$ cat src/design/tijm_pkg.sv
// shared types and constants for the tick interval jitter monitor
package tijm_pkg;

   localparam int unsigned WORD_W = 32;
   localparam int unsigned AGE_W  = 4;

   localparam int unsigned REQ_DATA_W = 40;
   localparam int unsigned RSP_DATA_W = 160;

   localparam logic [WORD_W-1:0] MIN_RESET = {WORD_W{1'b1}};

   typedef enum logic {
      OP_TICK = 1'b0,
      OP_READ = 1'b1
   } op_type;

   // statistics as reported for the current transaction, after any update
   typedef struct packed {
      logic              delta_valid;
      logic [WORD_W-1:0] interval;
      logic [WORD_W-1:0] min_interval;
      logic [WORD_W-1:0] max_interval;
      logic [WORD_W-1:0] interval_count;
   } stats_type;

endpackage

$ cat src/design/tijm_cell.sv
// one history cell: holds one interval and hands it to the next older cell
module tijm_cell #(
   parameter int unsigned CELL_INDEX = 0
) (
   input  logic                         clock,
   input  logic                         reset,
   input  logic                         shift_en,
   input  logic [tijm_pkg::WORD_W-1:0]  data_in,
   input  logic [tijm_pkg::AGE_W-1:0]   age_sel,
   output logic [tijm_pkg::WORD_W-1:0]  data_out,
   output logic [tijm_pkg::WORD_W-1:0]  sel_out
);
   import tijm_pkg::*;

   logic [WORD_W-1:0] data_ff;
   logic [WORD_W-1:0] data_in_mux;

   assign data_in_mux = shift_en ? data_in : data_ff;

   always_ff @(posedge clock) begin
      if (reset) begin
         data_ff <= '0;
      end else begin
         data_ff <= data_in_mux;
      end
   end

   assign data_out = data_ff;
   // only the cell whose age matches drives its value onto the or-tree
   assign sel_out  = (32'(age_sel) == 32'(CELL_INDEX)) ? data_ff : '0;

endmodule

$ cat src/design/tijm_stats.sv
// interval computation and running min, max and count
module tijm_stats (
   input  logic                         clock,
   input  logic                         reset,
   input  logic                         tick_en,
   input  logic [tijm_pkg::WORD_W-1:0]  stamp,
   output tijm_pkg::stats_type          stats
);
   import tijm_pkg::*;

   logic [WORD_W-1:0] prev_ff;
   logic              have_prev_ff;
   logic [WORD_W-1:0] min_ff;
   logic [WORD_W-1:0] max_ff;
   logic [WORD_W-1:0] count_ff;

   logic [WORD_W-1:0] delta;
   logic              record;
   logic [WORD_W-1:0] min_in;
   logic [WORD_W-1:0] max_in;
   logic [WORD_W-1:0] count_in;

   always_comb begin
      delta    = stamp - prev_ff;
      record   = tick_en && have_prev_ff;
      min_in   = (record && (delta < min_ff)) ? delta : min_ff;
      max_in   = (record && (delta > max_ff)) ? delta : max_ff;
      count_in = record ? count_ff + WORD_W'(1) : count_ff;
   end

   always_ff @(posedge clock) begin
      if (reset) begin
         prev_ff      <= '0;
         have_prev_ff <= 1'b0;
         min_ff       <= MIN_RESET;
         max_ff       <= '0;
         count_ff     <= '0;
      end else begin
         if (tick_en) begin
            prev_ff      <= stamp;
            have_prev_ff <= 1'b1;
         end
         min_ff   <= min_in;
         max_ff   <= max_in;
         count_ff <= count_in;
      end
   end

   always_comb begin
      stats.delta_valid    = record;
      stats.interval       = record ? delta : '0;
      stats.min_interval   = min_in;
      stats.max_interval   = max_in;
      stats.interval_count = count_in;
   end

endmodule

$ cat src/design/tick_interval_jitter_monitor.sv
// top level of the tick interval jitter monitor
// a result is registered into the output register, or into the skid while the output register holds one
// throughput: one transaction per cycle while the skid is empty, set by the combinational stats and cell shift
// a two-entry output stage (output register plus skid) keeps req_tready up while one waits
// reset: synchronous, clears statistics, first-sample flag and every history cell at once
// the history cells are a shift chain, cell 0 holding the newest interval
module tick_interval_jitter_monitor #(
   parameter int unsigned HISTORY_DEPTH = 16
) (
   input  logic                              clock,
   input  logic                              reset,
   // request channel
   input  logic                              req_tvalid,
   output logic                              req_tready,
   input  logic [tijm_pkg::REQ_DATA_W-1:0]   req_tdata,  // timestamp[31:0], age[35:32], zero pad
   input  logic                              req_tuser,  // operation: 0 tick, 1 history read
   // response channel
   output logic                              rsp_tvalid,
   input  logic                              rsp_tready,
   output logic [tijm_pkg::RSP_DATA_W-1:0]   rsp_tdata,  // interval, min_interval,
                                                         // max_interval, interval_count,
                                                         // history_value (32 bits each)
   output logic                              rsp_tuser   // delta_valid
);
   import tijm_pkg::*;

   // request decode
   logic              req_accept;
   logic [WORD_W-1:0] req_stamp;
   logic [AGE_W-1:0]  req_age;
   logic [AGE_W-1:0]  age_mod;
   logic [AGE_W-1:0]  age_wrap [2**AGE_W];
   op_type            req_op;
   logic              tick_en;

   assign req_accept = req_tvalid && req_tready;
   assign req_stamp  = req_tdata[WORD_W-1:0];
   assign req_age    = req_tdata[WORD_W+AGE_W-1:WORD_W];
   assign req_op     = op_type'(req_tuser);
   assign tick_en    = req_accept && (req_op == OP_TICK);

   // ages beyond the ring wrap round it: a constant table over every age code
   for (genvar a = 0; a < 2**AGE_W; a++) begin : g_age_wrap
      assign age_wrap[a] = AGE_W'(a % HISTORY_DEPTH);
   end
   assign age_mod = age_wrap[req_age];

   // statistics unit
   stats_type stats;

   tijm_stats u_stats (
      .clock   (clock),
      .reset   (reset),
      .tick_en (tick_en),
      .stamp   (req_stamp),
      .stats   (stats)
   );

   // history chain: shifts one place on each recorded interval
   logic [WORD_W-1:0] cell_data [HISTORY_DEPTH];
   logic [WORD_W-1:0] cell_sel  [HISTORY_DEPTH];

   for (genvar g = 0; g < HISTORY_DEPTH; g++) begin : g_cell
      logic [WORD_W-1:0] link_in;
      if (g == 0) begin : g_head
         assign link_in = stats.interval;
      end else begin : g_body
         assign link_in = cell_data[g-1];
      end
      tijm_cell #(
         .CELL_INDEX (g)
      ) u_cell (
         .clock    (clock),
         .reset    (reset),
         .shift_en (stats.delta_valid),
         .data_in  (link_in),
         .age_sel  (age_mod),
         .data_out (cell_data[g]),
         .sel_out  (cell_sel[g])
      );
   end

   // or-tree over the cells; zero on ticks
   logic [WORD_W-1:0] hist_or;
   logic [WORD_W-1:0] hist_value;

   always_comb begin
      hist_or = '0;
      for (int i = 0; i < HISTORY_DEPTH; i++) begin
         hist_or = hist_or | cell_sel[i];
      end
      hist_value = (req_op == OP_READ) ? hist_or : '0;
   end

   // packed response for this transaction
   logic [RSP_DATA_W-1:0] rsp_data_in;
   logic                  rsp_user_in;

   assign rsp_data_in = {hist_value, stats.interval_count, stats.max_interval,
                         stats.min_interval, stats.interval};
   assign rsp_user_in = stats.delta_valid;

   // output register plus skid
   logic                  out_valid_ff;
   logic [RSP_DATA_W-1:0] out_data_ff;
   logic                  out_user_ff;
   logic                  skid_valid_ff;
   logic [RSP_DATA_W-1:0] skid_data_ff;
   logic                  skid_user_ff;
   logic                  rsp_pop;

   assign rsp_pop    = out_valid_ff && rsp_tready;
   assign req_tready = !skid_valid_ff;

   always_ff @(posedge clock) begin
      if (reset) begin
         out_valid_ff  <= 1'b0;
         skid_valid_ff <= 1'b0;
      end else if (skid_valid_ff) begin
         // no new transaction can arrive while the skid is full
         if (rsp_pop) begin
            skid_valid_ff <= 1'b0;
         end
      end else if (req_accept) begin
         if (out_valid_ff && !rsp_pop) begin
            skid_valid_ff <= 1'b1;
         end
         out_valid_ff <= 1'b1;
      end else if (rsp_pop) begin
         out_valid_ff <= 1'b0;
      end
   end

   always_ff @(posedge clock) begin
      if (skid_valid_ff) begin
         if (rsp_pop) begin
            out_data_ff <= skid_data_ff;
            out_user_ff <= skid_user_ff;
         end
      end else if (req_accept) begin
         if (out_valid_ff && !rsp_pop) begin
            skid_data_ff <= rsp_data_in;
            skid_user_ff <= rsp_user_in;
         end else begin
            out_data_ff <= rsp_data_in;
            out_user_ff <= rsp_user_in;
         end
      end
   end

   assign rsp_tvalid = out_valid_ff;
   assign rsp_tdata  = out_data_ff;
   assign rsp_tuser  = out_user_ff;

   // minimum-versus-maximum check taken from the reported statistics
   logic u_stats_min_le_max;
   assign u_stats_min_le_max = (stats.min_interval <= stats.max_interval);

`ifndef SYNTH
   // a held skid entry always sits behind a held output entry
   assert property (@(posedge clock) disable iff (reset)
      skid_valid_ff |-> out_valid_ff)
      else $error("skid holds a transaction while the output register is empty");

   // once an interval is recorded the running minimum never exceeds the maximum
   assert property (@(posedge clock) disable iff (reset)
      stats.delta_valid |=> (u_stats_min_le_max))
      else $error("running minimum above running maximum");

   // history reads never report an interval
   assert property (@(posedge clock) disable iff (reset)
      (req_accept && (req_op == OP_READ)) |-> !stats.delta_valid)
      else $error("interval reported on a history read");
`endif

endmodule
$ cat config.mk
export PLATFORM = sky130hd
export DESIGN_NAME = tick_interval_jitter_monitor
export DESIGN_NICKNAME = d
export VERILOG_FILES = /design/src/design/tijm_pkg.sv /design/src/design/tijm_cell.sv /design/src/design/tijm_stats.sv /design/src/design/tick_interval_jitter_monitor.sv
export SDC_FILE = /design/constraint.sdc
export NUM_CORES = 2
export LEC_CHECK = 0
export BUFFER_PORTS_ARGS = -buffer_cell sky130_fd_sc_hd__buf_4
export CAP_MARGIN = 30
export CELL_PAD_IN_SITES_DETAIL_PLACEMENT = 1
export CELL_PAD_IN_SITES_GLOBAL_PLACEMENT = 2
export CORE_UTILIZATION = 42
export DETAILED_ROUTE_END_ITERATION = 8
export GPL_ROUTABILITY_DRIVEN = 0
export PLACE_DENSITY = 0.78
export RECOVER_POWER = 25
export REMOVE_ABC_BUFFERS = 1
export SLEW_MARGIN = 20
export SYNTH_ARGS = -nofsm -noshare
export SYNTH_HDL_FRONTEND = slang
export SYNTH_HIERARCHICAL = 1
export SYNTH_SLANG_ARGS = --single-unit
$ cat constraint.sdc
create_clock -name clock -period 10.95 [get_ports clock]
set_input_delay 1.6425 -clock clock [delete_from_list [all_inputs] [get_ports clock]]
set_output_delay 1.6425 -clock clock [all_outputs]
set_load 0.005 [all_outputs]
## After elaboration in Yosys (flattened, before gate mapping)

Memories as Yosys holds them, arrays and structs flattened.
Index checks and enable logic that the tools add are counted.

- Bits in read-only memories: 64
- Memories kept: 1
- Output and inout port bits: 163
- Logic and storage cells: 120
- Bits in latches: 0
- Memory bits (writable): 0
- Bits in registers: 965

Memories:

| memory | depth | width | read ports | clocked after memory_dff | wr ports | line | RTL |
|---|---|---|---|---|---|---|---|
| (no name shown) | 16 | 4 | 1 | 0 | 0 | tick_interval_jitter_monitor.sv:46 | `assign age_mod = age_wrap[req_age];` |

- Multiply operators: 0
- Add/subtract/negate cells: 2
- Div/mod/pow operators: 0
- Equal/unequal tests: 17
- $lt $le $gt $ge: 3
- Bitwise operators: 18
- Mux-type cells: 37
- Shift operators: 0
- Reduce and logical (&&, ||, !) cells: 15

Operator list:

| cell | count |
|---|---|
| $mux W32 | 21 |
| $mux W160 | 4 |
| $or A32 B32 Y32 | 15 |
| $add A32 B1 Y32 const B | 1 |
| $eq A4 B4 Y1 const B | 8 |
| $gt A32 B32 Y1 | 1 |
| $lt A32 B32 Y1 | 1 |
| $sub A32 B32 Y32 | 1 |
| $eq A4 B3 Y1 const B | 4 |
| $mux W1 | 10 |
| $eq A4 B2 Y1 const B | 2 |
| $mux W4 | 2 |
| $logic_and A1 B1 Y1 | 7 |
| $reduce_and A3 Y1 | 2 |
| $ge A5 B5 Y1 const B | 1 |
| $not A4 Y5 | 1 |
| $eq A4 B1 Y1 const B | 1 |
| $logic_not A4 Y1 | 1 |
| $reduce_bool A2 Y1 | 2 |
| $logic_not A1 Y1 | 2 |
| $ne A2 B1 Y1 const B | 1 |
| $ne A2 B2 Y1 const B | 1 |
| $not A1 Y1 | 2 |
| $reduce_and A2 Y1 | 1 |

## Logic depth before layout (Yosys ltp)

- Depth in word-level cells: 25
- Depth in mapped cells: 23
- Mapped depth without buffers: 21

## Hierarchy

Netlist, hierarchy kept.

Modules (own cells, without submodules):

| module | times used | area an instance (µm²) | cells each |
|---|---|---|---|
| tick_interval_jitter_monitor | 1 | 12,934.9 | 715 |
| tijm_stats | 1 | 8,973.6 | 1,050 |
| tijm_cell at g_cell[10].u_cell ... | 6 | 1,392.6 | 139 |
| tijm_cell at g_cell[1].u_cell ... | 4 | 1,385.1 | 139 |
| tijm_cell at g_cell[11].u_cell ... | 4 | 1,381.3 | 139 |
| tijm_cell at g_cell[15].u_cell | 1 | 1,408.9 | 139 |
| tijm_cell at g_cell[0].u_cell | 1 | 1,375.1 | 139 |

## Least setup slack after synthesis

OpenSTA, ideal clock, no wires.

- Kind: input to register
- Start: in req_tvalid
- End: reg out_data_ff[0], in the netlist rsp_tdata[0], enable pin
- Path slack: 746 ps
- Stages on the path: 2
- Setup time: 734 ps
- Data arrival time: 9,470 ps
- Required time: 10,216 ps
- Path buffers: 0
- Cell sequence: nand2_1 -> a21oi_1

- Longest elaborated chain between the ends: 3

RTL lines:

| what | line | RTL |
|---|---|---|
| from (decl) | tick_interval_jitter_monitor.sv:13 | `input logic req_tvalid,` |
| $logic_and A1 B1 Y1 | tick_interval_jitter_monitor.sv:36 | `assign req_accept = req_tvalid && req_tready;` |
| $reduce_bool A2 Y1 (no source line) | n/a |  |
| $reduce_and A3 Y1 (no source line) | n/a |  |
| to (signal assigned) | tick_interval_jitter_monitor.sv:137 | `out_data_ff <= skid_data_ff;` |
| to (signal assigned) | tick_interval_jitter_monitor.sv:145 | `out_data_ff <= rsp_data_in;` |
| to (decl) | tick_interval_jitter_monitor.sv:105 | `logic [RSP_DATA_W-1:0] out_data_ff;` |

Every way passes these cells.
A chain may end at the register's enable or synchronous reset.

## Worst setup path after layout

- Start: in reset
- End: reg g_cell[7].u_cell.data_ff[16]

RTL lines:

| what | line | RTL |
|---|---|---|
| from (decl) | tick_interval_jitter_monitor.sv:11 | `input logic reset,` |
| to (signal assigned) | tijm_cell.sv:24 | `data_ff <= data_in_mux;` |
| to (decl) | tijm_cell.sv:15 | `logic [WORD_W-1:0] data_ff;` |

No word-level cell between the ends.

==> impl_metrics.ini <==
[global_routing]
grt_max_degree = 187
grt_pass1_wl_um = 183000
grt_usage_pct = 22.4
grt_util_met1_pct = 30.3
top_usage_layer = met2
grt-ovfl-total = 0
grt_pass1_vias = 30000
met3_usage_pct = 2.87
met2_usage_pct = 37.5
antenna_found_initial = 10

[timing]
final-max-slew-violation-count = 379
finalClockSkew_ps = 33.8
worst_slack_ps = 2690
final-setup-viol-count = 0
period_share_pct = 75.5
hold_violations = 0
grt_setup_unrepaired = false
fin_setup_tns_ps = 0
max_freq_mhz = 121
tightest_slew_ps = 7370
slew_headroom_pct = -391
finalCriticalPeriod_ps = 8260

[cts]
htree_num_levels = 3
path_clk_slew_ps = 60
cts-root-buf = clkbuf_16
clockBufferDepth = 3
cts_hold_buf = 0
cts_tree = yes
cts_resized = 0
cts_buffers = 106
clk_latency_ps = 700
cts_sinks = 965
post_cts_buffers = 0

[synth]
yosys_warnings = 6
synth-seq-cells = 965
synth_edf_count = 322
synth_area_leader_cell = dfxtp_1
synth_area_leaders = dfxtp_1, edfxtp_1, mux2i_1
synth.avg_cell_area_um2 = 11.1
async_flop_share_pct = 0
synth_seq_area_share_pct = 51.1
syn_area_um2 = 44100
synth_top_area_share_pct = 29.2
yosysUniqueCellTypes = 83
synth_cells = 3989
synth_ff_type = dfxtp_1

[cells_and_area]
final_cells = 5603
drive_above_1_share_pct = 17.1
area_delta_synth_final_pct = 12.3
final_net_count = 4262
final_cell_mix = dfxtp_1, nor2_1, mux2i_1
final_core_util_pct = 47.7
fillers = 11200
mostFrequentLayoutCell = dfxtp_1

[floorplanning]
die_width_um = 326
die-area_um2 = 106000
coreArea_um2 = 104000
rows = 118
die-height_um = 326
initial_utilization_pct = 42.5
ioPinCount = 208

[worst_setup_path]
path_max_fanout = 151
crit_type = input port to flop
worstSetupStartpoint = reset
arrival_ps = 8800
crit_path_cell_trace = buf_8 > clkbuf_1 > buf_4 > nor2_1
cp.required_ps = 11490
end_kind = flop
cp_slowest_stage_delay_ps = 5020
reg2reg_from = skid_valid_ff$_SDFF_PP0_
slowest_stage = clkbuf_1
start_kind = input port
crit_end = g_cell[7].u_cell/data_out[16]$_SDFFE_PP0P_
r2r-end = rsp_tdata[10]$_DFFE_PP_
reg2regPathDepth = 12
ff2ff_setup_slack_ps = 4170

[pwr]
pwr-share-seq_pct = 47.4
leakage_nw = 18.2
p_int_mw = 6.08
ir_drop_uv = 119
switchingPower_mw = 1.99
p_per_area_nw_per_um2 = 163
pwr-share-clk_pct = 44.1
swShare_pct = 24.7
power_frac_comb_pct = 8.6

[worst_hold_path]
hold_depth = 2
worstHoldStart = u_stats/max_ff[30]$_SDFF_PP0_
min_path_type = flop to flop

[placement]
io_buffers = 203
place_ws_ps = 3320
dp.cells = 5390
dpl.hpwl_um = 72600

[route]
wl_per_cell_um = 21.5
first_iter_violations = 1709
drt_wl_total_um = 121000
drt_first_pass_iters = 5
drc = 0
dr_total_vias = 29200
ant_nets = 0
vias_per_cell = 5.22

[status]
failed_checks = max-capacitance violations, max-slew violations
status = complete, but fails checks

[run]
maxCapViolCount = 7
## area by class of cell
class                           instances  area [um^2]  area share (%)
Sequential cell                       965        22500            45.5
Multi-Input combinational cell       2685        19500            39.3
Clock buffer                          148         2970            6.00
Timing Repair Buffer                  247         1860            3.76
Tap cell                             1380         1730            3.49
Clock inverter                         53          497            1.00
Inverter                              116          443           0.894
Antenna cell                            9         22.5          0.0455
## worst min path at each step
stage / endpoint
6_report: u_stats/max_ff[30]$_SDFF_PP0_
5_1_grt: u_stats/max_ff[30]$_SDFF_PP0_
4_1_cts: u_stats/max_ff[30]$_SDFF_PP0_
3_5_place_dp: u_stats/max_ff[30]$_SDFF_PP0_
3_3_place_gp: g_cell[15].u_cell/data_out[29]$_SDFFE_PP0P_
2_1_floorplan: g_cell[15].u_cell/data_out[0]$_SDFFE_PP0P_
## per-layer routing
metal  wire length, um  vias to the layer above
li1                  -                    14100
met1             56700                    14500
met2             56900                      444
met3              4440                      146
met4              2670                        0
met5                 0                        -
## power by group through the flow
stage	registers (mW)	logic, mW	clock network [mW]
6_report	3.83	0.691	3.56
5_1_grt	3.83	0.750	3.79
4_1_cts	3.83	0.706	3.65
3_5_place_dp	3.90	0.703	0
3_3_place_gp	3.90	0.692	0
2_1_floorplan	3.91	0.439	0
## through the flow
step	power (mW)	instance area (um^2)	hold slack, ps
final	8.08	49500	486
after global routing	8.38	49500	504
after CTS	8.18	49600	484
after detailed placement	4.61	46100	475
after global placement	4.59	46100	465
after floorplan	4.35	42400	452
## logic make-up (layout without fill, tap and decap cells)
| logic type | Yosys count | in the layout | synth area share [%] |
|---|---|---|---|
| other | 0 | 9 | 0 |
| buffers and inverters | 339 | 564 | 4.82 |
| AND/OR/NAND/NOR | 1588 | 1588 | 19.6 |
| AO/OA/AOI/OAI | 222 | 222 | 3.54 |
| multiplexers | 724 | 724 | 17.1 |
| flip-flops | 965 | 965 | 51.1 |
| XOR/XNOR | 55 | 55 | 1.09 |
| adder cells (fa/ha/maj) | 96 | 96 | 2.74 |
## registers in the layout, indices dropped and copies added (netlist names)
name and count:
rsp_tuser 1, u_stats/min_ff 32, g_cell.u_cell/data_out 512, rsp_tdata 160, skid_valid_ff 1, u_stats/have_prev_ff 1, rsp_tvalid 1, skid_user_ff 1
u_stats/prev_ff 32, u_stats/max_ff 32, u_stats/count_ff 32, skid_data_ff 160
## synth_stat cells (14+ instances only)
cell type / number
and3_1: 19
mux2_2: 156
nor2_1: 595
nor3_1: 14
buf_2: 15
a21o_1: 18
buf_6: 88
and2_2: 126
mux2i_1: 548
buf_4: 29
nand3_1: 26
a22o_1: 33
nor4_1: 131
clkbuf_1: 72
edfxtp_1: 322
nand2_1: 58
xor2_1: 22
ha_1: 95
and2_1: 499
nand2b_1: 27
inv_1: 116
dfxtp_1: 643
a21oi_1: 61
o21ai_0: 37
nand4_1: 48
mux2_4: 20
xnor2_1: 33
## worst max-delay path, delay by kind of cell
kind	cells	cell delay, ps
buffers and inverters	3	6670
AND/OR/NAND/NOR	1	140
(Power assumes the default switching activity.)
